===== src/rtl/prf_pkg.sv =====
`timescale 1ns / 1ps
// ----------------------------------------------------------------------------
// prf_pkg
// Shared types and constants for the prefetch reward FIFO.
// ----------------------------------------------------------------------------
package prf_pkg;

    localparam int DEPTH    = 16;
    localparam int IDX_W    = $clog2(DEPTH);
    localparam int CNT_W    = $clog2(DEPTH + 1);
    localparam int CAP_W    = 5;
    localparam int CMP_W    = (CNT_W > CAP_W) ? CNT_W : CAP_W;
    localparam int ADDR_W   = 32;
    localparam int STATE_W  = 16;
    localparam int OFFSET_W = 6;

    localparam int IN_DATA_W  = ((ADDR_W + STATE_W + OFFSET_W + 7) / 8) * 8;
    localparam int OUT_DATA_W = ((STATE_W + OFFSET_W + 1 + 7) / 8) * 8;

    localparam logic [CAP_W-1:0] CAP_RESET = CAP_W'(16);

    typedef enum logic [0:0]
    {
        CMD_ISSUE = 1'b0,
        CMD_HIT   = 1'b1
    } prf_cmd_t;

    typedef struct packed
    {
        logic [ADDR_W-1:0]   address;
        logic [STATE_W-1:0]  state;
        logic [OFFSET_W-1:0] offset;
        logic                hit;
    } prf_entry_t;

    typedef struct packed
    {
        logic shift;    // take the neighbor's entry
        logic load;     // take the incoming entry
        logic set_hit;  // mark this entry as hit
    } prf_cell_ctrl_t;

endpackage


===== src/rtl/prf_cell.sv =====
`timescale 1ns / 1ps
// ----------------------------------------------------------------------------
// prf_cell
// One FIFO slot: holds an entry, compares it against the lookup address and
// takes its upper neighbor's entry when the queue advances.
// ----------------------------------------------------------------------------
module prf_cell
(
    input  logic                         clk,
    input  logic                         rst_n,
    input  prf_pkg::prf_cell_ctrl_t      ctrl,
    input  prf_pkg::prf_entry_t          neighbor,
    input  prf_pkg::prf_entry_t          incoming,
    input  logic [prf_pkg::ADDR_W-1:0]   lookup_address,
    output prf_pkg::prf_entry_t          entry,
    output logic                         match
);

    prf_pkg::prf_entry_t data_reg;
    prf_pkg::prf_entry_t data_next;
    logic                hit_reg;
    logic                hit_next;

    always_comb
    begin
        data_next = data_reg;
        hit_next  = hit_reg;
        if (ctrl.load)
        begin
            data_next = incoming;
            hit_next  = 1'b0;
        end
        else if (ctrl.shift)
        begin
            data_next = neighbor;
            hit_next  = neighbor.hit;
        end
        else if (ctrl.set_hit)
        begin
            hit_next = 1'b1;
        end
    end

    always_ff @(posedge clk)
    begin
        data_reg <= data_next;
    end

    always_ff @(posedge clk or negedge rst_n)
    begin
        if (!rst_n)
        begin
            hit_reg <= 1'b0;
        end
        else
        begin
            hit_reg <= hit_next;
        end
    end

    always_comb
    begin
        entry     = data_reg;
        entry.hit = hit_reg;
    end

    assign match = (data_reg.address == lookup_address);

endmodule


===== src/rtl/prefetch_reward_fifo_core.sv =====
`timescale 1ns / 1ps
// ----------------------------------------------------------------------------
// prefetch_reward_fifo_core
// Associative FIFO of issued prefetches with reward reporting on eviction.
// ----------------------------------------------------------------------------
// The block takes one beat per cycle, issue or cache hit alike, whenever the
// output register is free or being drained: the address is compared against
// all sixteen slots in the same cycle and the queue shifts by one slot on an
// eviction; an eviction result is on m_tvalid in the cycle after its input
// beat. The oldest entry always sits in cell 0; the capacity register (0
// acts as 1, values above 16 as 16) is written on the cfg channel, which is
// always ready. No clearing pass runs after reset.
// ----------------------------------------------------------------------------
module prefetch_reward_fifo_core
(
    input  logic                               clk,
    input  logic                               rst_n,
    input  logic                               s_tvalid,
    output logic                               s_tready,
    // block_address, state_id, prefetch_offset, zero pad
    input  logic [prf_pkg::IN_DATA_W-1:0]      s_tdata,
    // cmd
    input  logic [0:0]                         s_tuser,
    output logic                               m_tvalid,
    input  logic                               m_tready,
    // evicted_state, evicted_offset, reward, zero pad
    output logic [prf_pkg::OUT_DATA_W-1:0]     m_tdata,
    input  logic                               cfg_valid,
    output logic                               cfg_ready,
    input  logic [prf_pkg::CAP_W-1:0]          cfg_data
);

    localparam int DEPTH = prf_pkg::DEPTH;
    localparam int CNT_W = prf_pkg::CNT_W;
    localparam int CMP_W = prf_pkg::CMP_W;

    logic [prf_pkg::CAP_W-1:0] capacity_reg;
    logic [CNT_W-1:0]          count_reg;
    logic [CNT_W-1:0]          count_next;
    logic                      out_valid_reg;
    logic                      out_valid_next;
    logic [prf_pkg::OUT_DATA_W-1:0] out_data_reg;
    logic [prf_pkg::OUT_DATA_W-1:0] out_data_next;

    prf_pkg::prf_entry_t       incoming;
    prf_pkg::prf_entry_t       cell_entry [DEPTH];
    prf_pkg::prf_cell_ctrl_t   cell_ctrl  [DEPTH];
    logic [DEPTH-1:0]          cell_match;
    logic [DEPTH-1:0]          live_match;

    logic                      s_beat;
    logic                      is_issue;
    logic                      is_hit;
    logic                      duplicate;
    logic                      append;
    logic                      evict;
    logic [CMP_W-1:0]          eff_capacity;
    logic [CNT_W-1:0]          write_pos;

    assign s_beat   = s_tvalid && s_tready;
    assign s_tready = !out_valid_reg || m_tready;
    assign cfg_ready = 1'b1;
    assign m_tvalid = out_valid_reg;
    assign m_tdata  = out_data_reg;

    assign is_issue = (prf_pkg::prf_cmd_t'(s_tuser[0]) == prf_pkg::CMD_ISSUE);
    assign is_hit   = (prf_pkg::prf_cmd_t'(s_tuser[0]) == prf_pkg::CMD_HIT);

    assign incoming.address = s_tdata[prf_pkg::ADDR_W-1:0];
    assign incoming.state   = s_tdata[prf_pkg::ADDR_W +: prf_pkg::STATE_W];
    assign incoming.offset  =
        s_tdata[prf_pkg::ADDR_W + prf_pkg::STATE_W +: prf_pkg::OFFSET_W];
    assign incoming.hit     = 1'b0;

    // Clamp capacity into 1..DEPTH.
    always_comb
    begin
        eff_capacity = CMP_W'(capacity_reg);
        if (capacity_reg == '0)
        begin
            eff_capacity = CMP_W'(1);
        end
        else if (CMP_W'(capacity_reg) > CMP_W'(DEPTH))
        begin
            eff_capacity = CMP_W'(DEPTH);
        end
    end

    genvar gi;
    generate
        for (gi = 0; gi < DEPTH; gi++)
        begin : g_cell
            prf_pkg::prf_entry_t neighbor;

            if (gi == DEPTH - 1)
            begin : g_tail
                assign neighbor = incoming;
            end
            else
            begin : g_body
                assign neighbor = cell_entry[gi+1];
            end

            assign live_match[gi] = cell_match[gi] && (CNT_W'(gi) < count_reg);

            assign cell_ctrl[gi].shift   = s_beat && append && evict;
            assign cell_ctrl[gi].load    = s_beat && append && (CNT_W'(gi) == write_pos);
            assign cell_ctrl[gi].set_hit = s_beat && is_hit && live_match[gi];

            prf_cell u_cell
            (
                .clk            (clk),
                .rst_n          (rst_n),
                .ctrl           (cell_ctrl[gi]),
                .neighbor       (neighbor),
                .incoming       (incoming),
                .lookup_address (incoming.address),
                .entry          (cell_entry[gi]),
                .match          (cell_match[gi])
            );
        end
    endgenerate

    assign duplicate = |live_match;
    assign append    = is_issue && !duplicate;
    assign evict     = (CMP_W'(count_reg) >= eff_capacity) && (count_reg != '0);
    assign write_pos = evict ? (count_reg - CNT_W'(1)) : count_reg;

    always_comb
    begin
        count_next     = count_reg;
        out_valid_next = out_valid_reg;
        out_data_next  = out_data_reg;
        if (m_tready)
        begin
            out_valid_next = 1'b0;
        end
        if (s_beat && append)
        begin
            if (evict)
            begin
                out_valid_next = 1'b1;
                out_data_next  = prf_pkg::OUT_DATA_W'({cell_entry[0].hit,
                                                      cell_entry[0].offset,
                                                      cell_entry[0].state});
            end
            else
            begin
                count_next = count_reg + CNT_W'(1);
            end
        end
    end

    always_ff @(posedge clk)
    begin
        out_data_reg <= out_data_next;
    end

    always_ff @(posedge clk or negedge rst_n)
    begin
        if (!rst_n)
        begin
            capacity_reg  <= prf_pkg::CAP_RESET;
            count_reg     <= '0;
            out_valid_reg <= 1'b0;
        end
        else
        begin
            count_reg     <= count_next;
            out_valid_reg <= out_valid_next;
            if (cfg_valid && cfg_ready)
            begin
                capacity_reg <= cfg_data;
            end
        end
    end

    // Live entries never exceed the slot count.
    a_count_bound: assert property (@(posedge clk) disable iff (!rst_n)
        CMP_W'(count_reg) <= CMP_W'(DEPTH))
        else $error("live count exceeds depth");

    // A cache-hit beat never changes the live count.
    a_hit_keeps_count: assert property (@(posedge clk) disable iff (!rst_n)
        (s_beat && is_hit) |=> $stable(count_reg))
        else $error("hit beat changed live count");

    // A duplicate issue leaves the queue untouched.
    a_dup_keeps_count: assert property (@(posedge clk) disable iff (!rst_n)
        (s_beat && is_issue && duplicate) |=> $stable(count_reg))
        else $error("duplicate issue changed live count");

    // An accepted new issue always leaves at least one live entry.
    a_append_live: assert property (@(posedge clk) disable iff (!rst_n)
        (s_beat && append) |=> (count_reg != '0))
        else $error("queue empty after append");

    // Addresses in the live part of the queue are unique.
    a_unique_match: assert property (@(posedge clk) disable iff (!rst_n)
        $onehot0(live_match))
        else $error("address held by more than one live entry");

endmodule

===== config.mk =====
export PLATFORM = sky130hd
export DESIGN_NAME = prefetch_reward_fifo_core
export DESIGN_NICKNAME = d
export VERILOG_FILES = /design/src/rtl/prf_pkg.sv /design/src/rtl/prf_cell.sv /design/src/rtl/prefetch_reward_fifo_core.sv
export SDC_FILE = /design/constraint.sdc
export NUM_CORES = 2
export LEC_CHECK = 0
export BUFFER_PORTS_ARGS = -buffer_cell sky130_fd_sc_hd__buf_2
export CORE_ASPECT_RATIO = 0.6
export CORE_MARGIN = 1.5
export CORE_UTILIZATION = 34
export CTS_CLUSTER_DIAMETER = 100
export DETAILED_ROUTE_END_ITERATION = 16
export MAX_ROUTING_LAYER = met4
export SETUP_SLACK_MARGIN = 0.3
export SLEW_MARGIN = 40
export SYNTH_ARGS = -nofsm -noshare
export SYNTH_HDL_FRONTEND = slang
export SYNTH_HIERARCHICAL = 1
export SYNTH_SLANG_ARGS = --single-unit

===== constraint.sdc =====
create_clock -name clk -period 6.13 [get_ports clk]
set_input_delay 0.9195 -clock clk [delete_from_list [all_inputs] [get_ports clk]]
set_output_delay 0.9195 -clock clk [all_outputs]
set_load 0.01 [all_outputs]

Word level (Yosys, flattened, before mapping). Cells that the tools add are included.

Input port bits: 67. Memories: 0. Bits in registers: 929. RAM bits: 0. ROM bits: 0. Latch bits: 0.

Multiplexer cells: 86. Divide/modulo/power cells: 0. $lt $le $gt $ge: 18. Multipliers: 0. Equality and inequality tests: 31. Add/sub/neg operators: 2. Reduce and logical (&&, ||, !) cells: 95. Bitwise logic cells: 2. Shift operators: 0.

Operator list (count): 55-bit two-way mux (32); 32-bit equality test (16); 1-bit logical AND (54); 1-bit two-way mux (51); 3-bit nonzero test (16); 4-bit by 5-bit equality test with 1-bit output, first input constant (8); 4-bit by 5-bit less-than comparator with 1-bit output, first input constant (8); 2-bit nonzero test (16); 3-bit by 5-bit equality test with 1-bit output, first input constant (4); 3-bit by 5-bit less-than comparator with 1-bit output, first input constant (4); 16-bit OR reduction (1); 5-bit two-way mux (3); 2-bit by 5-bit equality test with 1-bit output, first input constant (2); 5-bit zero test (2); 1-bit by 5-bit less-than comparator with 1-bit output, first input constant (2); 2-bit by 5-bit less-than comparator with 1-bit output, first input constant (2); 5-bit by 1-bit adder with 5-bit output, second input constant (1); 1-bit by 5-bit equality test with 1-bit output, first input constant (1); 5-bit greater-or-equal comparator (1); 5-bit > comparator, second input constant (1); 5-bit nonzero test (1); 5-bit by 1-bit subtractor with 5-bit output, second input constant (1); 2-bit AND reduction (2); 1-bit zero test (2); 2 further kinds (3).

Longest topological paths before layout.
Depth after elaboration: 9. Mapped depth: 13. Mapped depth without buffers: 13.

Cells and area by module. The synthesis kept the hierarchy.

Modules (own cells, without submodules): prf_cell (cells an instance 164, times used 16, seq. area each 1646.6 sq um, area an instance 2688.8 sq um); prefetch_reward_fifo_core (cells an instance 196, times used 1, seq. area each 967.2 sq um, area an instance 2049.5 sq um).

Least setup slack after synthesis. No wires, ideal clock.

Path type: input to register. Start point: in s_tdata[27] in the netlist's numbering. End point: reg g_cell[0].u_cell.data_reg (netlist bit g_cell[0].u_cell/entry[10]) (enable). Stages on the path: 11. Setup time: 388 ps. Path slack: 115 ps. Buffers on the path: 0. Data arrival time: 5627 ps. Cells stage by stage: xor2_1 -> nor4_1 -> nand4_1 -> nor2_1 -> o41ai_1 -> nand4_1 -> and4b_1 -> nor4b_4 -> inv_1 -> nor2_1 -> or2_2.

RTL lines: start: declaration (line prefetch_reward_fifo_core.sv:21) `input logic [prf_pkg::IN_DATA_W-1:0] s_tdata,`; end signal: assignment (line prf_cell.sv:46) `data_reg <= data_next;`; end: declaration (line prf_cell.sv:19) `prf_pkg::prf_entry_t data_reg;`.

==> metrics.yaml <==
outcome:
  status: "completed"
cts:
  cts_buffers: 92
  cts_tree: "built"
  clock-root-buffer: "clkbuf_16"
  path_clk_slew_ps: 60
  clock-sinks: 914
  cts_max_level: 3
  cts_setup_buffers: 0
  postCtsHoldBufs: 0
  post_cts_resized: 0
  clock_path_buffers: 3
  clock_latency_ps: 720
layout:
  final_nets: 3066
  area_growth_pct: 12.8
  regArea_um2: 27300
  drive_gt1_frac: 0.406
  fill_cells: 12155
  post-route-util: 0.386
  layout.cells.non_filler: 4855
  multi_input_area_um2: 16800
  largest_reg_flops: 864
  design_area_um2: 50800
yosys:
  synthTopCellsByArea: "edfxtp_1 (59%), mux2_2 (22%), xor2_1 (9.9%)"
  synth_area_leader_cell: "edfxtp_1"
  syn_area_um2: 45100
  synthAdderAreaFrac: 0.00244
  async_reset_ff_frac: 0.0295
  yosys-mux-area-fraction: 0.218
  synth_cell_types: 53
  synth-xor-area-share: 0.100
  synth_top_area_frac: 0.591
  ys_seq_area_frac: 0.606
  synth_compound_area_frac: 0.00816
  synth_top_family_by_area: "multiplexers"
  synth_warnings: 6
  postSynthCellCount: 2820
  synth-simple-area-share: 0.0399
  synth-edff-count: 887
  avgSynthCellArea_um2: 16.0
  synthFlopType: "edfxtp_1"
  synth-seq-cells: 914
floorplan:
  pin_count: 94
  die_y_um: 285
  start_util: 0.343
  row_count: 103
  core_region_area_um2: 132000
  die_area_um2: 135000
  die_w_um: 473
job:
  drv_cap: 0
power_and_ir_drop:
  internal_power_mw: 14.2
  comb_power_share: 0.234
  clkPwrFrac: 0.281
  power_density_nw_per_um2: 394
  leakage_nw: 16.9
  switchingPower_mw: 5.85
  sw_frac_of_total: 0.292
  power.total_mw: 20.0
  power_frac_seq: 0.485
  irDropWorstVdd_v: 0.000329
timing:
  clock_skew_ps: 40.7
  max_freq_ghz: 0.189
  finalSetupViolCount: 0
  min_period_ps: 5280
  rsz0062_at_grt: "no"
  slew_headroom: 0.454
  finalCritPeriodShare: 0.861
  hold_viol: 0
  slew_viol_final: 0
  setup_ws_ps: 852
  worstMarginPinSlew_ps: 818
  fin_hold_ws_ps: 272
  fin_tns_setup_ps: 0
grt:
  first_global_vias: 23478
  grt_max_degree: 56
  antenna_found_initial: 6
  grt-ovfl-total: 0
  grt_pass1_wl_um: 154000
  track_usage: 0.155
worst_setup_path:
  r2r_end: "g_cell[6].u_cell/entry[53]"
  critPathMaxFanout: 39
  arrival_ps: 5720
  critPathRequiredTime_ps: 6570
  rr_worst_depth: 13
  cp-end-kind: "flop"
  rr_startpoint: "g_cell[14].u_cell/entry[37]"
  critPathKind: "primary input to flop"
  critPathLaunchType: "primary input"
  ff2ff_setup_slack_ps: 1290
drt:
  dr_total_vias: 23548
  drt-total-wl_um: 102000
  drtAntennaViolNets: 0
  wl_per_cell_um: 20.9
  vias_per_cell: 4.85
  drc: 0
  drtIter0Drc: 1655
  drtPass1Iterations: 5
place:
  placed_cell_area_um2: 47800
  place_hpwl_um: 69200
  dp_slack_ps: 196
  post-place-cells: 4681
  routabilityCongestion: 0.799
  port_buffers: 89
hold_path:
  hp-class: "primary input to asynchronous set/reset pin"
[placed cells by master, fill, tap and decap left out, types with 3 or more instances in the layout]
| master | count |
|---|---|
| edfxtp_1 | 887 |
| mux2_2 | 868 |
| xor2_1 | 512 |
| nor4_1 | 128 |
| clkbuf_16 | 92 |
| buf_2 | 89 |
| buf_4 | 87 |
| nor2_1 | 80 |
| nand4_1 | 34 |
| dfrtp_1 | 26 |
| a21oi_1 | 23 |
| clkinv_2 | 22 |
| clkinv_1 | 21 |
| buf_12 | 20 |
| clkbuf_1 | 15 |
| or2_2 | 14 |
| nor3_2 | 12 |
| o21ai_0 | 11 |
| nand3_1 | 9 |
| and3_1 | 9 |
| ha_1 | 8 |
| inv_1 | 6 |
| nand2_1 | 6 |
| bufinv_16 | 6 |
| xnor2_1 | 5 |
| o21a_1 | 4 |
| mux2i_1 | 4 |
| nor2b_4 | 4 |
| clkinv_16 | 4 |
| clkbuf_8 | 4 |
| o211a_1 | 3 |
| nor2b_1 | 3 |
| conb_1 | 3 |
| clkinvlp_4 | 3 |
[Yosys cell counts (8+ instances only)]
master and n:
xor2_1 512, edfxtp_1 887, mux2_2 868, buf_2 19
nor3_1 14, ha_1 8, nor4_1 128, buf_6 64
nand3_1 9, nand4_1 34, and3_1 9, or2_2 16
buf_4 34, a21oi_1 23, nor2_1 81, o21ai_0 11
dfrtp_1 26
[metal layers]
| layer | wire, µm | up-vias | share of wire | global-route usage |
|---|---|---|---|---|
| met5 | 0 | - | 0 | - |
| met1 | 54900 | 11904 | 0.54 | 0.239 |
| li1 | - | 11103 | - | - |
| met2 | 39800 | 419 | 0.39 | 0.204 |
| met4 | 1550 | 0 | 0.015 | 0.0296 |
| met3 | 5410 | 122 | 0.053 | 0.0360 |
[how the worst max path moves through the flow]
stage / slack, ps / from / to
4_1_cts: 930 / s_tdata[0] / g_cell[6].u_cell/entry[53]
2_1_floorplan: 1030 / s_tdata[27] / g_cell[0].u_cell/entry[10]
6_report: 850 / s_tdata[12] / g_cell[6].u_cell/entry[53]
3_5_place_dp: 200 / s_tdata[0] / g_cell[6].u_cell/entry[23]
3_3_place_gp: 220 / s_tdata[0] / g_cell[6].u_cell/entry[35]
5_1_grt: 660 / s_tdata[0] / g_cell[6].u_cell/entry[53]
[final cells by class]
type	count	share of cell area
well taps	1785	0.0439
flip-flops and latches	914	0.537
multi-input cells	1779	0.330
clock buffers	111	0.0475
diodes	1	0.0000492
clock inverters	61	0.0113
inverters	6	0.000443
repair buffers	198	0.0298
[cells by family (layout without fill, tap and decap cells)]
family          after synthesis  count (layout)
fa+ha+maj                     9               9
xor+xnor                    517             517
other cells                   2               4
compound gates               57              57
simple gates                319             319
mux                         874             874
flops                       914             914
buf+inv                     128             376
[power by group through the flow]
| stage | Combinational, mW | Sequential (mW) | Clock [mW] |
|---|---|---|---|
| finish | 4.68 | 9.71 | 5.63 |
| global route | 5.09 | 9.88 | 6.02 |
| CTS | 4.72 | 9.73 | 5.80 |
| detailed placement | 4.68 | 9.85 | 0 |
| global placement | 4.59 | 9.82 | 0 |
| floorplan | 3.27 | 9.65 | 0 |
[worst max-delay path: stages]
cell and delay [ps]:
buf_2 570, xor2_1 200, nor4_1 100, nand4_1 280, nor2_1 260, o41ai_1 470, nand4_1 140, and4b_1 270
nor4b_4 470, nand3_2 220, nor2b_4 630, buf_4 650, mux2_2 410
No activity file was read; power rests on OpenSTA's default activity.
